==> src/rtl/core/can_fmq_fifo.sv <==
// ----------------------------------------------------------------------------
// can_fmq_fifo
// Small register-based queue used between the front, back and response side.
// ----------------------------------------------------------------------------
module can_fmq_fifo #(
   parameter int WIDTH = 8,
   parameter int DEPTH = 2
) (
   input  logic             clock,
   input  logic             reset,
   input  logic             push,
   input  logic [WIDTH-1:0] wr_data,
   output logic             full,
   input  logic             pop,
   output logic [WIDTH-1:0] rd_data,
   output logic             empty
);

   localparam int PTRW = (DEPTH > 1) ? $clog2(DEPTH) : 1;
   localparam int CW   = $clog2(DEPTH + 1);

   logic [WIDTH-1:0] entries_ff [DEPTH];
   logic [PTRW-1:0]  wr_ptr_ff, wr_ptr_in;
   logic [PTRW-1:0]  rd_ptr_ff, rd_ptr_in;
   logic [CW-1:0]    count_ff, count_in;
   logic             do_push, do_pop;

   assign full    = (count_ff == CW'(DEPTH));
   assign empty   = (count_ff == '0);
   assign do_push = push && !full;
   assign do_pop  = pop && !empty;
   assign rd_data = entries_ff[rd_ptr_ff];

   // pointer and occupancy update
   always_comb begin
      wr_ptr_in = wr_ptr_ff;
      rd_ptr_in = rd_ptr_ff;
      count_in  = count_ff;
      if (do_push) begin
         wr_ptr_in = (wr_ptr_ff == PTRW'(DEPTH - 1)) ? '0 : wr_ptr_ff + 1'b1;
      end
      if (do_pop) begin
         rd_ptr_in = (rd_ptr_ff == PTRW'(DEPTH - 1)) ? '0 : rd_ptr_ff + 1'b1;
      end
      case ({do_push, do_pop})
         2'b10:   count_in = count_ff + 1'b1;
         2'b01:   count_in = count_ff - 1'b1;
         default: count_in = count_ff;
      endcase
   end

   always_ff @(posedge clock) begin
      if (reset) begin
         wr_ptr_ff <= '0;
         rd_ptr_ff <= '0;
         count_ff  <= '0;
      end else begin
         wr_ptr_ff <= wr_ptr_in;
         rd_ptr_ff <= rd_ptr_in;
         count_ff  <= count_in;
      end
   end

   // entry storage
   always_ff @(posedge clock) begin
      if (do_push) begin
         entries_ff[wr_ptr_ff] <= wr_data;
      end
   end

endmodule

==> config.mk <==
export PLATFORM = sky130hd
export DESIGN_NAME = can_fmq_fifo
export DESIGN_NICKNAME = d
export VERILOG_FILES = /design/src/rtl/core/can_fmq_fifo.sv
export SDC_FILE = /design/constraint.sdc
export NUM_CORES = 1
export LEC_CHECK = 0
export ABC_AREA = 0
export ABC_CLOCK_PERIOD_IN_PS = 1400
export BUFFER_PORTS_ARGS = -buffer_cell sky130_fd_sc_hd__buf_4
export CORE_MARGIN = 2
export CORE_UTILIZATION = 43
export CTS_CLUSTER_DIAMETER = 30
export DETAILED_ROUTE_END_ITERATION = 6
export PLACE_DENSITY_LB_ADDON = 0.3
export SETUP_SLACK_MARGIN = 0.05
export SLEW_MARGIN = 30
export SYNTH_ARGS = -nofsm -noshare
export SYNTH_HDL_FRONTEND = slang
export SYNTH_SLANG_ARGS = --single-unit
==> constraint.sdc <==
create_clock -name clock -period 1.4 [get_ports clock]
set_input_delay 0.07 -clock clock [delete_from_list [all_inputs] [get_ports clock]]
set_output_delay 0.07 -clock clock [all_outputs]
set_load 0.03 [all_outputs]
# After elaboration in Yosys (flattened, before gate mapping)
# Memories as Yosys holds them, arrays and structs flattened. A register that Yosys moved wholly into a read port is not among the register bits.
# Cells that the tools add are included.
dict set report totals {
  register_bits 4
  latchBits 0
  mem_bits_rw 16
  romBits 0
  in_bits 12
  output_inout_bits 10
  word_cells 24
  mem_count 1
}
dict set report classes {
  add_sub_neg 4
  n_mul 0
  div 0
  magnitude_cmp 0
  eq_ne 3
  shifts 0
  n_mux 7
  bitwise 0
  n_reduce_logical 6
}
# name depth word_bits read_ports rd_ports_with_merged_regs wr line
set mem_list {}
lappend mem_list {entries_ff 2 8 1 1 1 22} ;# logic [WIDTH-1:0] entries_ff [DEPTH];
# operator count
set op_table {}
lappend op_table {{$mux 1} 6}
lappend op_table {{$eq 2x2->1 const B} 2}
lappend op_table {{$pmux 2 s2} 1}
lappend op_table {{$add 1x1->1 const B} 2}
lappend op_table {{$add 2x1->2 const B} 1}
lappend op_table {{$eq 2x1->1 const B} 1}
lappend op_table {{$logic_and 1x1->1} 2}
lappend op_table {{$logic_not 1->1} 2}
lappend op_table {{$logic_not 2->1} 1}
lappend op_table {{$reduce_bool 2->1} 1}
lappend op_table {{$sub 2x1->2 const B} 1}

# Logic depth before layout (Yosys ltp)
# Gate-level depths: netlist (run 1).
dict set report depth {
  depth_word 5
  ltp_mapped 6
  depth_no_buf 6
}

# Worst setup path before layout (run 1)
# No wires, ideal clock.
dict set report synth_timing {
  path_type {register to register}
  startpoint {reg count_ff[0]}
  endpoint {mem entries_ff[0][0], enable pin}
  setup_time_ns 0.324
  arrival_time_ns 1.143
  t_required_ns 1.076
  slack_ns -0.067
  stages_incl_launch_ff 5
  n_path_buf 0
  period_less_slack_ns 1.467
  path_cell_list {dfxtp_1 > nand2b_2 > inv_2 > or3_1 > inv_1}
}
dict set report synth_between {
  elab_chain_cells 5
}
# item line
set synth_rtl {}
lappend synth_rtl {{from (decl)} 25} ;# logic [CW-1:0] count_ff, count_in;
lappend synth_rtl {{from (signal assigned)} 60} ;# count_ff <= count_in;
lappend synth_rtl {{$eq 2x2->1} 28} ;# assign full = (count_ff == CW'(DEPTH));
lappend synth_rtl {{via full} 13} ;# output logic full,
lappend synth_rtl {{$logic_not 1->1} 30} ;# assign do_push = push && !full;
lappend synth_rtl {{$logic_and 1x1->1} 30}
lappend synth_rtl {{$mux 1} 66} ;# if (do_push) begin
lappend synth_rtl {{$mux 1 (implied by the code)} 67} ;# entries_ff[wr_ptr_ff] <= wr_data;
lappend synth_rtl {{to (decl)} 22}
# The timed path passes the listed nets, and every way through them passes these cells.

# Worst setup path after layout (run 1)
dict set report layout_timing {
  startpoint {reg count_ff[1]}
  endpoint {reg count_ff[1]}
}
dict set report layout_between {
  elab_chain_cells 5
  word_cells_on_any_way 12
  classes_between {add/sub: 2; eq/ne: 3; mux: 1; reduce/logical: 6}
}
# item line
set layout_rtl {}
lappend layout_rtl {{$logic_not 2->1 (*)} 29} ;# assign empty = (count_ff == '0);
lappend layout_rtl {{$logic_not 1->1 (*)} 31} ;# assign do_pop = pop && !empty;
lappend layout_rtl {{$logic_and 1x1->1 (*)} 31}
lappend layout_rtl {{via do_pop} 26} ;# logic do_push, do_pop;
lappend layout_rtl {{$eq 2x1->1 or $eq 2x2->1 (tied branches)} 45} ;# case ({do_push, do_pop})
lappend layout_rtl {{$pmux 2 s2 or $reduce_bool 2->1 (tied branches)} -}
# The timed path passes the listed nets; every way through them passes the cells marked *.
# A chain may end at the register's enable or synchronous reset.

==> results.cfg, run 1 <==
[synth]
synthMuxAreaShare_pct = 11.29
ys_top_cells_by_count = edfxtp_1, mux2_2, dfxtp_1, nor2_1
yosysSeqAreaShare_pct = 72.73
synth_edf_count = 16
async_reset_ff_share_pct = 0
synth.most_common_cell = edfxtp_1
synth-main-ff-cell = edfxtp_1
synthSimpleGateAreaFrac_pct = 5.799
avgSynthCellArea_sq_um = 15.65
synth_top_family_by_area = multiplexers
synth_compound_area_share_pct = 3.448
synth_top_cell_area_share_pct = 60.19
yosys_warnings = 0
postSynthCellCount = 51
ys_ff_latch = 21
syn-cell-area_sq_um = 798.3
yosysTopAreaCell = edfxtp_1
synth_area_leaders = edfxtp_1, dfxtp_1, mux2_2
synth_fa_ha_area_share_pct = 1.567
synth_xor_area_share_pct = 3.292
synth_fp_nets = 64
ys_types = 17

[route]
antenna_left = 0
totalWireLength_um = 1353
dr_total_vias = 531
drtIter0Drc = 8
drc = 0
drtPass1Iterations = 4
routedWlPerCell_um = 11.87
vias_per_cell = 4.658

[clock_network]
cts_tree = built
clockBufferDepth = 2
htree_levels = 1
clk_pin_slew_ps = 110
cts_sinks = 21
cts-buffers-inserted = 3
root_buffer = clkbuf_4
clk-insertion-delay-late_ps = 290

[timing]
fmax_mhz = 716.6
hold_viol_final = 0
skew_ps = 6.216
slew_headroom_pct = 84.99
tightest_slew_ps = 223.5
holdWs_ps = 139.8
finalSetupViolations = 0
finalCritPeriodShare_pct = 99.68
fin_crit_ps = 1396
slew_violations = 0
rsz0062_at_grt = yes

[setup_path]
crit_path_end = count_ff[1]$_SDFFE_PP0P_
r2r-end = count_ff[1]$_SDFFE_PP0P_
startpoint = count_ff[1]$_SDFFE_PP0P_
crit_arrival_ps = 1630
critPathMaxFanout = 3
path_buf_inv = 0
r2r_cells = 5
crit_path_end_kind = flip-flop
path_cells = o21a_1, ha_2, xnor2_1, or3_1, a21oi_1
rr_startpoint = count_ff[1]$_SDFFE_PP0P_
critical_path_class = reg2reg
slowest_delay_ps = 370
start_kind = flip-flop
path_delay_family = flip-flops
reg2reg_slack_ps = 4
worst_path_max_delay_cell = dfxtp_4
worst-path-stages = 5
worstPathRequired_ps = 1630

[placed_design]
dpl_cell_area_sq_um = 1007
hpwl_um = 890.9
dp.cells = 98
io_buffers = 21
place.gp.congestion = 0.6829

[final_layout]
n_antenna_cell = 0
finalNonFillerCells = 114
fillers = 136
syn2layout_area_growth_pct = 49.22
fin_nets = 103
final_area_sq_um = 1191
drive_above_1_share_pct = 50.56

[floorplanning]
die_area_sq_um = 2217
core_sq_um = 1745
rows = 15
die-width_um = 47.09
ios = 22
die_y_um = 47.09
start_util_pct = 45.73

[hold_path]
hold_depth = 4
hold_path.class = in2reg

[power]
peakVddDrop_v = 0.001191
power_density_nw_per_um2 = 1823
p_leak_uw = 0.0004883

[grt]
antenna_found_initial = 0
grt_pass1_vias = 516
grt_pass1_wl_um = 2035
gr-total-overflow = 0
track_usage_pct = 13.68
grt_max_degree = 13

[flow_run]
drv_cap = 0

[outcome]
status = finished, final reports clean
## kinds of logic after synthesis
kind of cell | Yosys count
muxes | 8
adders and majority gates | 1
and+or+nand+nor | 9
DFF | 21
AOI/OAI and AO/OA | 5
xor gates and xnor gates | 3
buffers and inverters | 4
## worst min path at each step
| stage | startpoint | slack, ps | to |
|---|---|---|---|
| 2_1_floorplan | reset | 130 | count_ff[0]$_SDFFE_PP0P_ |
| 3_3_place_gp | wr_data[5] | 260 | entries_ff[0][5]$_DFFE_PP_ |
| 3_5_place_dp | wr_data[5] | 260 | entries_ff[0][5]$_DFFE_PP_ |
| 4_1_cts | push | 140 | wr_ptr_ff$_SDFFE_PP0N_ |
| 5_1_grt | push | 150 | wr_ptr_ff$_SDFFE_PP0N_ |
| 6_report | push | 140 | wr_ptr_ff$_SDFFE_PP0N_ |
## state kept, by name, indices dropped and copies added, names as in the netlist, named ones only
register and count:
rd_ptr_ff 1, entries_ff 16, count_ff 2, wr_ptr_ff 1
## tightest hold or removal path, stage by stage
cell and delay [ps]:
buf_4 90, inv_1 40, o21ai_0 140, a21oi_1 60
## metal layers
metal | GRT usage [%] | share of wire, % | vias to the layer above
met5 | 0 | 0 | -
met2 | 25.75 | 57 | 20
li1 | - | - | 259
met3 | 3.846 | 4.5 | 0
met4 | 6.667 | 0 | 0
met1 | 13.58 | 39 | 252
## placed cells by master (no fill, tap or decap), drive strengths merged, types with 2 or more instances in the layout
cell type / synthesis / final
buf: 0 / 26
edfxtp: 16 / 16
dlygate4sd3: 0 / 9
mux2: 8 / 8
dfxtp: 5 / 5
nor2: 4 / 4
clkbuf: 1 / 3
inv: 3 / 3
or3: 2 / 2
o21ai: 2 / 2
a21oi: 2 / 2
xnor2: 2 / 2
## final cells by class
type / count / area [sq um] / share of cell area (%)
clock buffer: 3 / 22.52 / 1.891
clock inverter: 1 / 5.005 / 0.4202
inverter: 3 / 13.76 / 1.155
multi-input combinational: 26 / 225.2 / 18.91
sequential: 21 / 589.3 / 49.47
tap: 25 / 31.28 / 2.626
timing repair buffer: 35 / 304.0 / 25.53
## through the flow
stage	total power (uW)	setup WS, ps	utilization (%)	TNS, ps
finish	2171	4.430	68.24	0
global route	2290	-44.82	68.24	-44.82
global placement	1729	50.48	57.71	0
floorplan	1463	58.06	-	0
CTS	2091	10.17	65.73	0
detailed placement	1746	0.5282	57.71	0
## power breakdown
part	switching (uW)	internal, uW
logic	490	498
registers	86.8	819
clock network	171	106
## repair_timing
item | 4_1_cts | 5_1_grt
setup endpoints to repair | 9 | 12
pin swaps | 0 | 1
hold buffers | 9 | 0
resized for setup | 4 | 10
setup buffers | 2 | 1
hold endpoints to repair | 21 | 0
Note: power is estimated with default switching activity, not from simulation.
==> inputs of run 2 (changes only) <==
Settings changed: BUFFER_PORTS_ARGS -buffer_cell sky130_fd_sc_hd__buf_4 to not set, CTS_BUF_LIST set to sky130_fd_sc_hd__clkbuf_4, DONT_BUFFER_PORTS set to 1.
==> run 2 against run 1 <==
Effect of this change:
- wire length decreased by 6.5%
- sequential power is essentially flat
- the run now ends with negative hold slack, negative setup slack left
- worst setup slack got worse by 34 ps
- utilization down 11 points
- cell count is 20% lower
- die area is the same
- combinational power is 19% lower
- design area fell by 16%
- largest power group is now registers
- sequential share of layout area grew 9.1 points
- via count shrank 17%
==> results.cfg, run 2 (synthesis results as in run 1) <==
[clock_network]
clk-insertion-delay-late_ps = 300
cts_sinks = 21
cts_hold_buf = 8
cts_tree = built
clockBufferDepth = 2
clk_pin_slew_ps = 110
root_buffer = clkbuf_4
htree_levels = 1
cts-buffers-inserted = 3

[placed_design]
io_buffers = 0
place.gp.congestion = 0.6259
dp_worst_setup_slack_ps = 0.1936

[timing]
tightest_slew_ps = 389.4
skew_ps = 3.333
slew_headroom_pct = 74.04
finalCritPeriodShare_pct = 102.1
slew_violations = 0
rsz0062_at_grt = yes
fin_ws_ps = -29.48
hold_viol_final = 5
fmax_mhz = 699.6
holdWs_ps = -184.8
fin_crit_ps = 1429
finalSetupViolations = 1

[setup_path]
slowest_delay_ps = 380
crit_path_end_kind = flip-flop
path_cells = o21a_1, ha_4, xnor2_2, or3_1, a21oi_1
start_kind = flip-flop
critPathMaxFanout = 5
worstPathRequired_ps = 1630
worst_path_max_delay_cell = dfxtp_4
critical_path_class = reg2reg
crit_arrival_ps = 1660

[grt]
track_usage_pct = 12.94
grt_pass1_wl_um = 1842
grt_pass1_vias = 450
gr-total-overflow = 0
grt_max_degree = 13
antenna_found_initial = 0

[route]
drtPass1Iterations = 4
antenna_left = 0
vias_per_cell = 4.824
drc = 0
totalWireLength_um = 1265
dr_total_vias = 439
routedWlPerCell_um = 13.90
drtIter0Drc = 5

[power]
internal_power_uw = 1258
power_density_nw_per_um2 = 1979
switching_power_uw = 724.7
combPwrFrac_pct = 40.3
power_frac_clock_pct = 14.1
peakVddDrop_v = 0.001017
pwr-share-seq_pct = 45.5
switching_share_pct = 36.54
p_leak_uw = 0.0003614

[outcome]
status = finished with violations
violations = negative hold slack, negative setup slack

[final_layout]
fin_nets = 80
layout_commonest_cell = edfxtp_1
fillers = 160
multiInputGateArea_sq_um = 232.7
n_antenna_cell = 0
fin_util_pct = 57.42
biggestRegsByFlops = entries_ff: 16 flops, count_ff: 2 flops
seq_area_sq_um = 586.8
largest_reg_flops = 16
top_register = entries_ff
drive_above_1_share_pct = 37.88
final_cell_mix = edfxtp_1, mux2_2, dlygate4sd3_1, nor2_1, buf_4
syn2layout_area_growth_pct = 25.55

[flow_run]
drv_cap = 0

[floorplanning]
core_sq_um = 1745
die_area_sq_um = 2217
ios = 22
rows = 15
start_util_pct = 45.73
die_y_um = 47.09
die-width_um = 47.09

[hold_path]
hold_path.class = in2reg
-- run 2: metrics by stage --
step | setup TNS [ps] | instance area (sq um) | hold WS [ps] | total power [uW] | std cells
finish | -29.48 | 1002 | -184.8 | 1983 | 91
CTS | -24.39 | 967.2 | -201.5 | 1926 | 90
global placement | 0 | 857.1 | 137.0 | 1592 | 78
floorplan | 0 | 807.0 | 135.0 | 1463 | 51
global route | -117.4 | 1002 | -206.7 | 2093 | 91
detailed placement | 0 | 857.1 | 138.7 | 1605 | 78
-- run 2: timing repair --
item | CTS | global route
setup endpoints to repair | 9 | 9
pin swaps | 0 | 3
setup buffers | 0 | 1
hold endpoints to repair | 21 | 5
gates resized for setup | 2 | 5
-- run 2: path summary, 6_finish.rpt --
| kind | start | end | slack [ps] | depth (start not counted) |
|---|---|---|---|---|
| setup / recovery | count_ff[1]$_SDFFE_PP0P_ | count_ff[1]$_SDFFE_PP0P_ | -30 | 5 |
| hold / removal | reset | count_ff[0]$_SDFFE_PP0P_ | -180 | 1 |
| setup reg to reg | count_ff[1]$_SDFFE_PP0P_ | count_ff[1]$_SDFFE_PP0P_ | -30 | 5 |
| hold reg to reg | wr_ptr_ff$_SDFFE_PP0N_ | wr_ptr_ff$_SDFFE_PP0N_ | 500 | 2 |
-- run 2: area by class of cell --
type                    count  area share [%]
flip-flops and latches     21           58.55
clock buffers               3           2.247
repair buffers             12           10.99
multi-input cells          26           23.22
inverters                   3           1.373
well taps                  25           3.121
clock inverters             1          0.4994
-- run 2: per-layer routing --
layer	track usage (%)	wire length, um	up-vias
met2	21.37	679	17
met4	8.333	24	0
li1	-	-	214
met5	0	0	-
met3	6.538	94	4
met1	12.78	467	204
-- run 2: power groups by stage --
stage                     Combinational [uW]  Clock [uW]  Sequential, uW
after floorplan                          593           0             870
after global placement                   692           0             900
after detailed placement                 699           0             906
after CTS                                732         296             898
after global routing                     862         310             921
final                                    800         280             903
-- run 2: worst max-delay path: cells and delay by family (launching register included) --
family | cells | cell delay (ps)
AOI/OAI and AO/OA | 2 | 380
xor gates and xnor gates | 1 | 120
adders and majority gates | 1 | 170
DFF | 1 | 380
and+or+nand+nor | 1 | 300
