<file path="src/rtl/core/can_fmq_pkg.sv">
// ----------------------------------------------------------------------------
// can_fmq_pkg
// Shared types, codes and helpers of the multicast CAN frame queues.
// ----------------------------------------------------------------------------
package can_fmq_pkg;

   // default sizing
   localparam int DEF_PORTS       = 8;
   localparam int DEF_QUEUE_DEPTH = 1024;
   localparam int DEF_BUSES       = 16;

   // configuration register indexes
   localparam logic [1:0] CFG_ENABLE   = 2'd0;
   localparam logic [1:0] CFG_BUS_MAP  = 2'd1;
   localparam logic [1:0] CFG_RECV_OWN = 2'd2;

   // request opcodes
   localparam logic [1:0] OP_SEND  = 2'd0;
   localparam logic [1:0] OP_RECV  = 2'd1;
   localparam logic [1:0] OP_CLEAR = 2'd2;
   localparam logic [1:0] OP_NONE  = 2'd3;

   // response status codes
   localparam logic [1:0] STATUS_OK       = 2'd0;
   localparam logic [1:0] STATUS_EMPTY    = 2'd1;
   localparam logic [1:0] STATUS_DISABLED = 2'd2;

   // command kinds handed from front to back
   localparam logic [1:0] KIND_REPLY = 2'd0;
   localparam logic [1:0] KIND_SEND  = 2'd1;
   localparam logic [1:0] KIND_RECV  = 2'd2;
   localparam logic [1:0] KIND_CLEAR = 2'd3;

   typedef struct packed {
      logic [7:0]  enable;
      logic [31:0] bus_map;
      logic [7:0]  recv_own;
   } cfg_type;

   typedef struct packed {
      logic [1:0]  kind;
      logic [1:0]  status;
      logic [2:0]  port;
      logic [3:0]  bus;
      logic [31:0] frame_id;
      logic [3:0]  frame_len;
      logic [63:0] frame_data;
   } cmd_type;

   typedef struct packed {
      logic [1:0]  status;
      logic [31:0] rx_frame_id;
      logic [3:0]  rx_frame_len;
      logic [63:0] rx_frame_data;
      logic [7:0]  delivered_mask;
      logic [7:0]  overwrite_mask;
   } rsp_type;

   // ports 8 and up have no register bits: disabled, bus 0, no receive-own
   function automatic logic port_enabled(cfg_type cfg, logic [3:0] p);
      return p[3] ? 1'b0 : cfg.enable[p[2:0]];
   endfunction

   function automatic logic [3:0] port_bus(cfg_type cfg, logic [3:0] p);
      return p[3] ? 4'd0 : cfg.bus_map[{p[2:0], 2'b00} +: 4];
   endfunction

   function automatic logic port_recv_own(cfg_type cfg, logic [3:0] p);
      return p[3] ? 1'b0 : cfg.recv_own[p[2:0]];
   endfunction

endpackage

</file>
<file path="src/rtl/core/can_fmq_fifo.sv">
// ----------------------------------------------------------------------------
// can_fmq_fifo
// Small register-based queue used between the front, back and response side.
// ----------------------------------------------------------------------------
module can_fmq_fifo #(
   parameter int WIDTH = 8,
   parameter int DEPTH = 2
) (
   input  logic             clock,
   input  logic             reset,
   input  logic             push,
   input  logic [WIDTH-1:0] wr_data,
   output logic             full,
   input  logic             pop,
   output logic [WIDTH-1:0] rd_data,
   output logic             empty
);

   localparam int PTRW = (DEPTH > 1) ? $clog2(DEPTH) : 1;
   localparam int CW   = $clog2(DEPTH + 1);

   logic [WIDTH-1:0] entries_ff [DEPTH];
   logic [PTRW-1:0]  wr_ptr_ff, wr_ptr_in;
   logic [PTRW-1:0]  rd_ptr_ff, rd_ptr_in;
   logic [CW-1:0]    count_ff, count_in;
   logic             do_push, do_pop;

   assign full    = (count_ff == CW'(DEPTH));
   assign empty   = (count_ff == '0);
   assign do_push = push && !full;
   assign do_pop  = pop && !empty;
   assign rd_data = entries_ff[rd_ptr_ff];

   // pointer and occupancy update
   always_comb begin
      wr_ptr_in = wr_ptr_ff;
      rd_ptr_in = rd_ptr_ff;
      count_in  = count_ff;
      if (do_push) begin
         wr_ptr_in = (wr_ptr_ff == PTRW'(DEPTH - 1)) ? '0 : wr_ptr_ff + 1'b1;
      end
      if (do_pop) begin
         rd_ptr_in = (rd_ptr_ff == PTRW'(DEPTH - 1)) ? '0 : rd_ptr_ff + 1'b1;
      end
      case ({do_push, do_pop})
         2'b10:   count_in = count_ff + 1'b1;
         2'b01:   count_in = count_ff - 1'b1;
         default: count_in = count_ff;
      endcase
   end

   always_ff @(posedge clock) begin
      if (reset) begin
         wr_ptr_ff <= '0;
         rd_ptr_ff <= '0;
         count_ff  <= '0;
      end else begin
         wr_ptr_ff <= wr_ptr_in;
         rd_ptr_ff <= rd_ptr_in;
         count_ff  <= count_in;
      end
   end

   // entry storage
   always_ff @(posedge clock) begin
      if (do_push) begin
         entries_ff[wr_ptr_ff] <= wr_data;
      end
   end

endmodule

</file>
<file path="src/rtl/core/can_fmq_front.sv">
// ----------------------------------------------------------------------------
// can_fmq_front
// Accepts request transactions, checks port and bus, and queues commands.
// ----------------------------------------------------------------------------
module can_fmq_front #(
   parameter int PORTS = can_fmq_pkg::DEF_PORTS,
   parameter int BUSES = can_fmq_pkg::DEF_BUSES
) (
   input  logic                 clock,
   input  logic                 reset,
   input  can_fmq_pkg::cfg_type cfg,
   input  logic                 req_push,
   output logic                 req_full,
   input  logic [1:0]           req_opcode,
   input  logic [2:0]           req_port,
   input  logic [31:0]          req_frame_id,
   input  logic [3:0]           req_frame_len,
   input  logic [63:0]          req_frame_data,
   output logic                 cmd_valid,
   output can_fmq_pkg::cmd_type cmd,
   input  logic                 cmd_pop
);

   import can_fmq_pkg::*;

   cmd_type    cmd_new;
   logic [3:0] port_x;
   logic [3:0] sender_bus;
   logic       cmd_empty;

   assign port_x     = 4'(req_port);
   assign sender_bus = port_bus(cfg, port_x);

   // classify the request
   always_comb begin
      cmd_new            = '0;
      cmd_new.port       = req_port;
      cmd_new.frame_id   = req_frame_id;
      cmd_new.frame_len  = req_frame_len;
      cmd_new.frame_data = req_frame_data;
      cmd_new.kind       = KIND_REPLY;
      cmd_new.status     = STATUS_OK;
      if (req_opcode == OP_NONE) begin
         cmd_new.kind = KIND_REPLY;
      end else if (32'(req_port) >= PORTS) begin
         cmd_new.status = STATUS_DISABLED;
      end else if (req_opcode == OP_CLEAR) begin
         cmd_new.kind = KIND_CLEAR;
      end else if (!port_enabled(cfg, port_x)) begin
         cmd_new.status = STATUS_DISABLED;
      end else if (req_opcode == OP_RECV) begin
         cmd_new.kind = KIND_RECV;
      end else if (32'(sender_bus) >= BUSES) begin
         cmd_new.status = STATUS_DISABLED;
      end else begin
         cmd_new.kind = KIND_SEND;
         cmd_new.bus  = sender_bus;
      end
   end

   // command queue towards the back end
   can_fmq_fifo #(
      .WIDTH ($bits(cmd_type)),
      .DEPTH (2)
   ) u_cmd_fifo (
      .clock   (clock),
      .reset   (reset),
      .push    (req_push),
      .wr_data (cmd_new),
      .full    (req_full),
      .pop     (cmd_pop),
      .rd_data (cmd),
      .empty   (cmd_empty)
   );

   assign cmd_valid = !cmd_empty;

endmodule

</file>
<file path="config.mk">
export PLATFORM = sky130hd
export DESIGN_NAME = can_fmq_front
export DESIGN_NICKNAME = d
export VERILOG_FILES = /design/src/rtl/core/can_fmq_pkg.sv /design/src/rtl/core/can_fmq_fifo.sv /design/src/rtl/core/can_fmq_front.sv
export SDC_FILE = /design/constraint.sdc
export NUM_CORES = 1
export LEC_CHECK = 0
export ABC_CLOCK_PERIOD_IN_PS = 10700
export BUFFER_PORTS_ARGS = -buffer_cell sky130_fd_sc_hd__buf_2
export CAP_MARGIN = 15
export CORE_AREA = 2 2 178 180
export CTS_CLUSTER_DIAMETER = 60
export CTS_CLUSTER_SIZE = 16
export DETAILED_ROUTE_END_ITERATION = 8
export DIE_AREA = 0 0 180 182
export PLACE_DENSITY = 0.46
export SLEW_MARGIN = 20
export SYNTH_ARGS = -nofsm -noshare
export SYNTH_HDL_FRONTEND = slang
export SYNTH_SLANG_ARGS = --single-unit
</file>
<file path="constraint.sdc">
create_clock -name clock -period 10.7 [get_ports clock]
set_input_delay 1.07 -clock clock [delete_from_list [all_inputs] [get_ports clock]]
set_output_delay 1.07 -clock clock [all_outputs]
set_load 0.01 [all_outputs]
</file>
Word level (Yosys, flattened, before mapping) --
Memory sizes are Yosys's and may differ from the RTL's. A register that Yosys moved wholly into a read port is not among the register bits. Cells that the tools add are included.
Operators by class: $add $sub $neg 4, order comparisons 1, equality and inequality tests 6, shift operators 1, multiplexer cells 20, reduce and logical (&&, ||, !) cells 6
Operators by type and width (number):
- $shiftx A32 B6 Y4 | 1
- $mux W4 | 4
- $mux W2 | 7
- $eq A2 B2 Y1 const B | 4
- $mux W1 | 7
- $eq A2 B1 Y1 const B | 2
- $lt A3 B4 Y1 const B | 1
- $pmux W2 S2 | 1
- $bmux W1 S3 | 1
- $add A1 B1 Y1 const B | 2
- $add A2 B1 Y2 const B | 1
- $logic_and A1 B1 Y1 | 2
- $logic_not A1 Y1 | 2
- $logic_not A2 Y1 | 1
- $reduce_bool A2 Y1 | 1
- $sub A2 B1 Y2 const B | 1
Storage, ports and cells: register bits 4, bits in writable memories 222, bits of input ports 157, logic and storage cells 42, memories 1
Memory list:
- u_cmd_fifo.entries_ff | depth 2, width 111, rd ports 1, clocked after memory_dff 1, write ports 1, RTL line can_fmq_fifo.sv:22 | logic [WIDTH-1:0] entries_ff [DEPTH];

Depth between registers and ports, before layout --
Gate-level depths: netlist of the first run.
depth after elaboration 5, gate-level depth with buffers 6, mapped depth without buffers 6

Modules after synthesis --
A second synthesis of the first run with hierarchy kept.
Second synthesis, totals: cell total of the unflattened synthesis 403, area, all modules 8595.7 um^2
By module, submodules not included:
- can_fmq_fifo | instances 1, cells each 371, area an instance 8200.4 um^2
- can_fmq_front | instances 1, cells each 32, area an instance 395.4 um^2

Worst setup path after synthesis of the first run --
OpenSTA, ideal clock, no wires.
kind input to register, from in req_push, to mem u_cmd_fifo.entries_ff[1][0] in the netlist's numbering, enable pin, setup time 0.482 ns, arrival time 3.661 ns, required time 10.218 ns, slack 6.557 ns, cell stages on the path 1, buffers on the path 0, cells stage by stage and3_1
On the way: longest elaborated chain between the ends 3
RTL lines:
- start, declared | RTL line can_fmq_front.sv:12 | input logic req_push,
- $logic_and A1 B1 Y1 | RTL line can_fmq_fifo.sv:30 | assign do_push = push && !full;
- $mux W1 | RTL line can_fmq_fifo.sv:66 | if (do_push) begin
- $mux W1 (implied by the code) | RTL line can_fmq_fifo.sv:67 | entries_ff[wr_ptr_ff] <= wr_data;
- end, declared | RTL line can_fmq_fifo.sv:22
No other way between the ends.

==> out/qor.txt, run 1 <==
status: completed
final clock skew: 0.005494 ns
Worst-path clk slew: 0.06 ns
layout cells sized above 1: 59.79%
post-synthesis xor/xnor area fraction: 0.3086%
Die Area: 32,760 um2
leakage: 0.004055 uW
GR Overflow Total: 0
number of global-route vias before repair: 4,920
Design Area, Final: 10,870 um2
Core Area: 30,990 um2
relative slew slack: 40.73%
PwrDens: 224.1 nW/um2
critical-path maximum fanout: 62
Synth Instances: 400
P&R area growth vs syn: 27.68%
Fin Setup TNS: 0 ns
std cell rows: 65
startpoint types: flip-flop
first-pass GRT wire length: 26,920 um
Buffers on Ports: 260
CTS tree: built
htree depth: 1
Post-synth EDFFs: 220
post-synthesis compound-gate area fraction: 0.4409%
Top Family by Delay on Critical Path: buffers and inverters
Post-DRT Antenna Nets: 0
Synth Warn #: 0
post-synthesis mux area share: 18.22%
Synth cell types: 26
Final period util: 35.67%
final WL: 17,750 um
Post-CTS Hold Buffers: 0
GRT Total Usage: 10.35%
routed vias: 4,554
flops & latches, synth: 225
nets: 827
Placed Instances: 1,049
CTS buffer count: 20
largest net degree at the start of global routing: 63
sequential-to-total area share from yosys stat: 78.78%
1st-pass router iterations: 4
crit end category: primary output
initial antenna violation count: 0
CP required: 9.63 ns
post_cts resized: 0
CTS max path bufs: 3
Post-DP HPWL: 12,090 um
Slew Limit Fails: 0
crit-path cells: buf_4, mux2_2, buf_2
Post-Route M1 WL: 7199 um
metal2 WL: 8893 um
met3 wire length: 1247 um
CP max stage delay: 0.76 ns
syn nets: 558
worst vdd rail ir drop: 0.1324 mV
Skew-Pair Late Insertion Delay: 0.50 ns
largest family of logic cells by synthesized area: multiplexers
most common cell after layout, fill and taps aside: buf_2
Mapped Area: 8513 um2
Post-Synth Adder-Cell Area: 0.1470%
WL per Instance: 16.40 um
setup violators final: 0
fin worst setup slack: 6.883 ns
most frequent cells in the layout: 260 x buf_2, 220 x edfxtp_1, 110 x mux2_2
initial core utilization: 27.47%
CP max stage cell: dfxtp_4
crit path kind: reg -> out
total clock sinks: 225
Avg Vias per Cell: 4.209
simple logic cell fraction of the synthesized area: 1.044%
f_max: 262.0 MHz
Max Used Layer: met4
post-route insts no fill: 1,082
number of remaining DRC errors: 0
post-CTS setup buffers: 0
post-place instance area: 10,280 um2
Post-Syn Area per Cell: 21.28 um2
Die W: 180 um
Worst-Margin Slew: 0.8891 ns
initial drt markers: 215
Post-synth ARST share: 0%
crit path time final: 3.817 ns
Root Driver: clkbuf_16
die span in y: 182 um
Buf+Inv Stages, Crit Path: 2
pre-CTS WS: 7.220 ns
worst min-delay path class: reg -> reg
RSZ-0062 raised after global routing: false
Max-Cap Viols: 0
arrival time of the worst setup path: 2.75 ns
endpoints failing hold: 0
Main synth FF type: edfxtp_1
IO Count: 270
global placement routability congestion: 0.7318
Yosys cell counts (3+ instances only):
cell | n | area [um2]
a21oi_1 | 3 | 15.01
clkbuf_1 | 13 | 48.80
dfxtp_1 | 5 | 100.1
edfxtp_1 | 220 | 6606
inv_1 | 4 | 15.01
mux2_2 | 110 | 1239
mux2i_1 | 8 | 80.08
mux4_1 | 8 | 210.2
nor2_1 | 3 | 11.26
nor4_1 | 4 | 25.02
o21ai_0 | 3 | 15.01
sequential cells by signal, indices dropped and copies added (netlist names), named ones only:
name                   cells
u_cmd_fifo.count_ff        2
u_cmd_fifo.entries_ff    220
u_cmd_fifo.rd_ptr_ff       1
u_cmd_fifo.wr_ptr_ff       1
metrics by stage:
step / hold WS (ns) / power (uW) / util [%]
finish: 0.5073 / 2436 / 35.08
global route: 0.5462 / 2566 / 35.07
CTS: 0.5125 / 2491 / 35.07
detailed placement: 0.5039 / 1817 / 33.18
global placement: 0.4914 / 1805 / 33.18
floorplan: 0.4518 / 1562 / -
final timing paths:
kind	slack (ns)	depth (start not counted)	startpoint	endpoint
worst min register to register	0.51	2	u_cmd_fifo.wr_ptr_ff	u_cmd_fifo.wr_ptr_ff
worst min-delay path	0.51	2	u_cmd_fifo.wr_ptr_ff	u_cmd_fifo.wr_ptr_ff
worst max register to register	7.89	5	u_cmd_fifo.count_ff[0]	u_cmd_fifo.entries_ff[0][87]
worst max-delay path	6.88	3	flip-flop	cmd[82]
cell families (layout without fill, tap and decap cells):
kind of cell,Yosys count,after routing
other,1,2
buffers and inverters,20,299
AOI/OAI and AO/OA,7,7
and+or+nand+nor,16,16
DFF,225,225
muxes,127,127
xor gates and xnor gates,3,3
adders and majority gates,1,1
cell type report:
class                   count  area (um2)
diodes                      1       2.502
well taps                 402       503.0
clock inverters            10       78.83
fillers                  2990       20120
multi-input cells         155        1725
repair buffers            263        1324
inverters                   4       17.52
clock buffers              22       508.0
flip-flops and latches    225        6710
worst min-delay path: stages (launching register included):
cell,delay [ns]
dfxtp_1,0.32
o21ai_0,0.08
a21oi_1,0.06
power by group:
group          switching, uW  leakage, uW  internal [uW]
Sequential              54.7      0.00210           1110
Clock                    307     0.000282            347
Combinational            321      0.00167            292
per-layer routing:
layer	global-route usage, %	up-vias
li1	-	2140
met4	2.862	0
met3	3.149	28
met5	0	-
met2	18.53	178
met1	11.98	2208
No activity file was read; power rests on OpenSTA's default activity.
==> run 2: changes to the inputs <==
--- a/config.mk
+++ b/config.mk
@@ -5,7 +5,7 @@
 export SDC_FILE = /design/constraint.sdc
 export NUM_CORES = 1
 export LEC_CHECK = 0
-export ABC_CLOCK_PERIOD_IN_PS = 10700
+export ABC_CLOCK_PERIOD_IN_PS = 3100
 export BUFFER_PORTS_ARGS = -buffer_cell sky130_fd_sc_hd__buf_2
 export CAP_MARGIN = 15
 export CORE_AREA = 2 2 178 180
@@ -13,7 +13,7 @@
 export CTS_CLUSTER_SIZE = 16
 export DETAILED_ROUTE_END_ITERATION = 8
 export DIE_AREA = 0 0 180 182
-export PLACE_DENSITY = 0.46
+export PLACE_DENSITY = 0.47
 export SLEW_MARGIN = 20
 export SYNTH_ARGS = -nofsm -noshare
 export SYNTH_HDL_FRONTEND = slang
==> constraint.sdc (replaced) <==
create_clock -name clock -period 3.1 [get_ports clock]
set_input_delay 0.31 -clock clock [delete_from_list [all_inputs] [get_ports clock]]
set_output_delay 0.31 -clock clock [all_outputs]
set_load 0.01 [all_outputs]
==> out/qor.txt, run 2 (same netlist as run 1, synthesis figures left out) <==
CP max stage delay: 0.63 ns (-0.13 ns)
most frequent cells in the layout: 260 x buf_2, 220 x edfxtp_1, 110 x mux2_2
largest net degree at the start of global routing: 62 (-1.6%)
Worst-Margin Slew: 0.5860 ns (-0.3030 ns)
hold slack final: 0.1621 ns (-0.3452 ns)
startpoint types: flip-flop
critical-path maximum fanout: 31 (-50%)
fin worst setup slack: 0.6826 ns (-6.200 ns)
routed vias: 4,973 (+9.2%)
post_cts resized: 0 (unchanged)
Final period util: 77.98%
1st-pass router iterations: 4 (unchanged)
Die W: 180 um (unchanged)
htree depth: 1 (unchanged)
Post-DP HPWL: 12,620 um (+4.4%)
Die Area: 32,760 um2 (unchanged)
CTS buffer count: 21 (+5.0%)
final WL: 18,560 um (+4.6%)
endpoints failing hold: 0 (unchanged)
Buffers on Ports: 260 (unchanged)
most common cell after layout, fill and taps aside: buf_2
Skew-Pair Late Insertion Delay: 0.50 ns (about the same)
Clk network pwr share: 27.6% (+0.7 points)
Buf+Inv Stages, Crit Path: 2 (unchanged)
initial antenna violation count: 0 (unchanged)
P&R area growth vs syn: 40.77%
CP required: 2.79 ns (-6.84 ns)
Reg with most FFs: u_cmd_fifo.entries_ff
Root Driver: clkbuf_16
total clock sinks: 225 (unchanged)
GRT Total Usage: 10.98% (+0.63 points)
Post-DRT Antenna Nets: 0 (unchanged)
crit path kind: reg -> out
crit end category: primary output
max reg flops: 220 (unchanged)
Core Area: 30,990 um2 (unchanged)
internal power: 6246 uW (+260%)
CTS tree: built
Logic pwr share: 26.5% (+1.3 points)
Sw Share: 28.17% (+0.13 points)
CTS max path bufs: 3 (unchanged)
IO Count: 270 (unchanged)
layout cells sized above 1: 52.55% (-7.2 points)
Avg Vias per Cell: 4.193 (-0.38%)
Largest regs: u_cmd_fifo.entries_ff: 220 flops, u_cmd_fifo.count_ff: 2 flops
# fillers: 2,863 (-4.2%)
Top Family by Delay on Critical Path: flip-flops
GR Overflow Total: 0 (unchanged)
leakage: 0.004524 uW (+12%)
RSZ-0062 raised after global routing: false
f_max: 413.7 MHz
Final Power: 8695 uW (+260%)
Slew Limit Fails: 0 (unchanged)
worst vdd rail ir drop: 0.3558 mV (+170%)
CP max stage cell: dfxtp_4
Sw Pwr: 2449 uW (+260%)
initial core utilization: 27.47% (unchanged)
arrival time of the worst setup path: 2.11 ns (-0.64 ns)
crit path time final: 2.417 ns
PwrDens: 725.6 nW/um2 (+220%)
setup violators final: 0 (unchanged)
final core occ: 38.68% (+3.6 points)
Fin Setup TNS: 0 ns (unchanged)
pre-CTS WS: 1.145 ns (-6.076 ns)
worst min-delay path class: in -> reg
number of remaining DRC errors: 0 (unchanged)
relative slew slack: 60.93% (+20 points)
die span in y: 182 um (unchanged)
Max-Cap Viols: 0 (unchanged)
initial drt markers: 194 (-9.8%)
first-pass GRT wire length: 28,820 um (+7.1%)
final clock skew: 0.01413 ns (+0.008639 ns)
Worst-path clk slew: 0.07 ns (about the same)
Antenna diodes: 0 (-1)
nets: 932 (+13%)
std cell rows: 65 (unchanged)
WL per Instance: 15.65 um (-4.6%)
crit-path cells: buf_4, mux2_2, buf_2
status: completed
Reg power frac: 45.9% (-2.1 points)
post-CTS setup buffers: 0 (unchanged)
global placement routability congestion: 0.7352 (+0.46%)
number of global-route vias before repair: 5,519 (+12%)
-- run 2: metal layers --
metal	routed length [um]	track usage, %	share of wire (%)	up-vias
li1	-	-	-	2350
met1	7304	12.21	39	2429
met2	9479	20.15	51	171
met3	1483	3.630	8.0	23
met4	292	2.764	1.6	0
met5	0	0	0	-
-- run 2: power by group through the flow --
stage                     clock, uW  combinational (uW)  sequential, uW
after detailed placement          0                2250            4070
final                          2400                2300            4000
after CTS                      2510                2370            4010
after global placement            0                2220            4040
after floorplan                   0                1380            3990
after global routing           2640                2500            4050
-- run 2: what timing repair did --
| item | CTS | global route |
|---|---|---|
| setup endpoints to repair | 0 | 0 |
| hold buffers | 101 | 0 |
| hold endpoints to repair | 202 | 0 |
-- run 2: worst paths after layout --
| kind | startpoint | to | slack, ns | cells after the start |
|---|---|---|---|---|
| setup / recovery | flip-flop | cmd[23] | 0.68 | 3 |
| hold / removal | req_port[2] | u_cmd_fifo.entries_ff[1][106] | 0.16 | 1 |
| setup reg to reg | u_cmd_fifo.count_ff[0] | u_cmd_fifo.entries_ff[0][36] | 1.26 | 5 |
| hold reg to reg | u_cmd_fifo.wr_ptr_ff | u_cmd_fifo.wr_ptr_ff | 0.51 | 2 |
-- run 2: cell type report --
| cell class | instances | area, um2 | share of cell area, % |
|---|---|---|---|
| multi-input cells | 155 | 1725 | 14.40 |
| well taps | 402 | 503.0 | 4.197 |
| flip-flops and latches | 225 | 6710 | 55.99 |
| repair buffers | 367 | 2407 | 20.09 |
| inverters | 4 | 18.77 | 0.1566 |
| clock inverters | 10 | 86.33 | 0.7204 |
| clock buffers | 23 | 533.0 | 4.448 |
-- run 2: through the flow --
stage | instances | area (um2)
after floorplan | 400 | 8518
after global placement | 1052 | 10350
after detailed placement | 1052 | 10350
after CTS | 1186 | 11980
after global routing | 1186 | 11980
final | 1186 | 11980
==> run 3: changes to the inputs <==
--- a/config.mk
+++ b/config.mk
@@ -5,15 +5,16 @@
 export SDC_FILE = /design/constraint.sdc
 export NUM_CORES = 1
 export LEC_CHECK = 0
-export ABC_CLOCK_PERIOD_IN_PS = 3100
+export ABC_AREA = 1
+export ABC_CLOCK_PERIOD_IN_PS = 2400
 export BUFFER_PORTS_ARGS = -buffer_cell sky130_fd_sc_hd__buf_2
 export CAP_MARGIN = 15
-export CORE_AREA = 2 2 178 180
+export CORE_AREA = 2 2 180 182
 export CTS_CLUSTER_DIAMETER = 60
 export CTS_CLUSTER_SIZE = 16
 export DETAILED_ROUTE_END_ITERATION = 8
-export DIE_AREA = 0 0 180 182
-export PLACE_DENSITY = 0.47
+export DIE_AREA = 0 0 182 184
+export PLACE_DENSITY = 0.45
 export SLEW_MARGIN = 20
 export SYNTH_ARGS = -nofsm -noshare
 export SYNTH_HDL_FRONTEND = slang
==> constraint.sdc (replaced) <==
create_clock -name clock -period 2.4 [get_ports clock]
set_input_delay 0.24 -clock clock [delete_from_list [all_inputs] [get_ports clock]]
set_output_delay 0.24 -clock clock [all_outputs]
set_load 0.01 [all_outputs]
==> out/qor.txt, run 3 <==
PwrDens: 865.8 nW/um2 (+19%)
Reg with most FFs: u_cmd_fifo.entries_ff
# fillers: 3,021 (+5.5%)
Final period util: 86.76%
most frequent cells in the layout: 260 x buf_2, 220 x edfxtp_1, 110 x mux2_2
Final Power: 10,650 uW (+22%)
Skew-Pair Late Insertion Delay: 0.52 ns (+0.02 ns)
number of remaining DRC errors: 0 (unchanged)
post_cts resized: 0 (unchanged)
largest net degree at the start of global routing: 70 (+13%)
Root Driver: clkbuf_16
number of global-route vias before repair: 5,636 (+2.1%)
IO Count: 270 (unchanged)
nets: 1,028 (+10%)
std cell rows: 65 (unchanged)
Post-synth ARST share: 0% (unchanged)
Design Area, Final: 12,300 um2 (+2.6%)
CP required: 2.16 ns (-0.63 ns)
crit-path cells: buf_12, mux2_2, buf_2
f_max: 480.2 MHz
1st-pass router iterations: 4 (unchanged)
Top Family by Delay on Critical Path: buffers and inverters
CP max stage delay: 0.39 ns (-0.24 ns)
CTS buffer count: 22 (+4.8%)
Slew Limit Fails: 0 (unchanged)
post-CTS setup buffers: 0 (unchanged)
Buf+Inv Stages, Crit Path: 2 (unchanged)
Post-Syn Area per Cell: 17.51 um2 (-18%)
sequential-to-total area share from yosys stat: 77.21% (-1.6 points)
Post-DRT Antenna Nets: 0 (unchanged)
initial core utilization: 27.67% (+0.19 points)
Main synth FF type: edfxtp_1
count leader, synth: edfxtp_1
Post-synth EDFFs: 220 (unchanged)
post-place instance area: 10,520 um2 (+1.6%)
Synth cell types: 20 (-23%)
htree depth: 1 (unchanged)
Buffers on Ports: 260 (unchanged)
status: completed
global placement routability congestion: 0.8056 (+9.6%)
Post-DP HPWL: 12,710 um (+0.71%)
Largest regs: u_cmd_fifo.entries_ff: 220 flops, u_cmd_fifo.count_ff: 2 flops
Die W: 182 um (+1.1%)
initial drt markers: 244 (+26%)
die span in y: 184 um (+1.1%)
Core Area: 31,390 um2 (+1.3%)
critical-path maximum fanout: 69 (+120%)
most common cell after layout, fill and taps aside: buf_2
setup violators final: 0 (unchanged)
routed vias: 5,352 (+7.6%)
max reg flops: 220 (unchanged)
initial antenna violation count: 1 (+1)
arrival time of the worst setup path: 1.84 ns (-0.27 ns)
total clock sinks: 225 (unchanged)
flops & latches, synth: 225 (unchanged)
crit path time final: 2.082 ns
CTS max path bufs: 3 (unchanged)
endpoints failing hold: 0 (unchanged)
syn nets: 654 (+17%)
Synth Instances: 496 (+24%)
startpoint types: flip-flop
worst min-delay path class: in -> reg
GR Overflow Total: 0 (unchanged)
CP max stage cell: mux2_2
Mapped Area: 8686 um2 (+2.0%)
crit end category: primary output
layout cells sized above 1: 47.80% (-4.8 points)
top cells by area, synth: edfxtp_1 76%, mux2_2 14%, nand2_1 2.4%
WL per Instance: 15.19 um (-3.0%)
fin worst setup slack: 0.3177 ns (-0.3649 ns)
Max-Cap Viols: 0 (unchanged)
Worst-path clk slew: 0.07 ns (about the same)
final WL: 19,560 um (+5.4%)
Synth Warn #: 0 (unchanged)
Synth area leader: edfxtp_1
Synth top area share: 76.06% (-1.5 points)
Fin Setup TNS: 0 ns (unchanged)
P&R area growth vs syn: 41.62%
final clock skew: 0.01040 ns (-0.003734 ns)
GRT Total Usage: 11.38% (+0.40 points)
Die Area: 33,490 um2 (+2.2%)
leakage: 0.004783 uW (+5.7%)
first-pass GRT wire length: 30,080 um (+4.4%)
crit path kind: reg -> out
CTS tree: built
worst vdd rail ir drop: 0.4481 mV (+26%)
Synth top cells by count: 220 x edfxtp_1, 110 x mux2_2, 56 x nand2_1, 26 x inv_1, 22 x nand3_1
Avg Vias per Cell: 4.155 (-0.90%)
hold slack final: 0.04966 ns (-0.1124 ns)
RSZ-0062 raised after global routing: false
pre-CTS WS: 0.7497 ns (-0.3949 ns)
==> run 3: cell count changes after synthesis, moves of 4 or more <==
cell	before	now
buf_2	0	7
buf_4	1	11
clkbuf_1	13	0
inv_1	4	26
mux2i_1	8	0
mux4_1	8	0
nand2_1	2	56
nand3_1	0	22
nor2_1	3	17
nor4_1	4	0
==> run 3: final timing paths <==
check / from / end / slack (ns) / depth (start not counted)
hold reg to reg: u_cmd_fifo.rd_ptr_ff / flip-flop / 0.48 / 2
setup reg to reg: u_cmd_fifo.count_ff[1] / u_cmd_fifo.entries_ff[1][85] / 0.98 / 4
hold / removal: req_port[2] / u_cmd_fifo.entries_ff[1][106] / 0.05 / 1
setup / recovery: flip-flop / cmd[31] / 0.32 / 3
==> run 3: worst reg2reg max path: stages, from the launching register on <==
cell and delay [ns]:
dfxtp_1 0.32, inv_2 0.09, o21ai_4 0.09, nor2_4 0.17, buf_12 0.34
==> run 3: power by group <==
group | internal, uW | switching (uW) | total [uW] | leakage (uW)
combinational | 1020 | 1160 | 2180 | 0.00232
sequential | 4820 | 93.4 | 4920 | 0.00210
clock | 2050 | 1510 | 3560 | 0.000365
total | 7890 | 2760 | 10700 | 0.00478
==> run 3: kinds of logic (layout without fill, tap and decap cells) <==
kind of cell / count (synthesis) / in the layout / synth area share (%)
buffers and inverters: 46 / 435 / 2.564
DFF: 225 / 225 / 77.21
other: 1 / 2 / 0.04317
muxes: 110 / 110 / 14.26
AOI/OAI and AO/OA: 12 / 12 / 0.7922
and+or+nand+nor: 101 / 101 / 4.984
adders and majority gates: 1 / 1 / 0.1440
==> run 3: final cells by class <==
| class | count | area (um2) | area share (%) |
|---|---|---|---|
| Antenna cell | 1 | 2.502 | 0.02034 |
| Clock buffer | 24 | 558.0 | 4.537 |
| Clock inverter | 15 | 196.4 | 1.597 |
| Inverter | 28 | 105.1 | 0.8544 |
| Multi-Input combinational cell | 225 | 1779 | 14.46 |
| Sequential cell | 225 | 6714 | 54.58 |
| Tap cell | 402 | 503.0 | 4.089 |
| Timing Repair Buffer | 368 | 2442 | 19.86 |
==> run 3: timing repair <==
item	in CTS	in global routing
endpoints found under the hold margin	206	0
setup endpoints to repair	0	0
hold buffers	102	0
==> run 3: metrics by stage <==
step / instances / utilization [%]
after floorplan: 496 / -
after global placement: 1146 / 33.52
after detailed placement: 1146 / 33.52
after CTS: 1287 / 39.18
after global routing: 1288 / 39.18
final: 1288 / 39.18
==> run 3: layer usage <==
layer	vias up	wire length, um	track usage [%]
met5	-	0	0
met4	0	495	3.129
met3	33	1718	4.200
met2	193	9067	19.28
met1	2526	8278	13.63
li1	2600	-	-
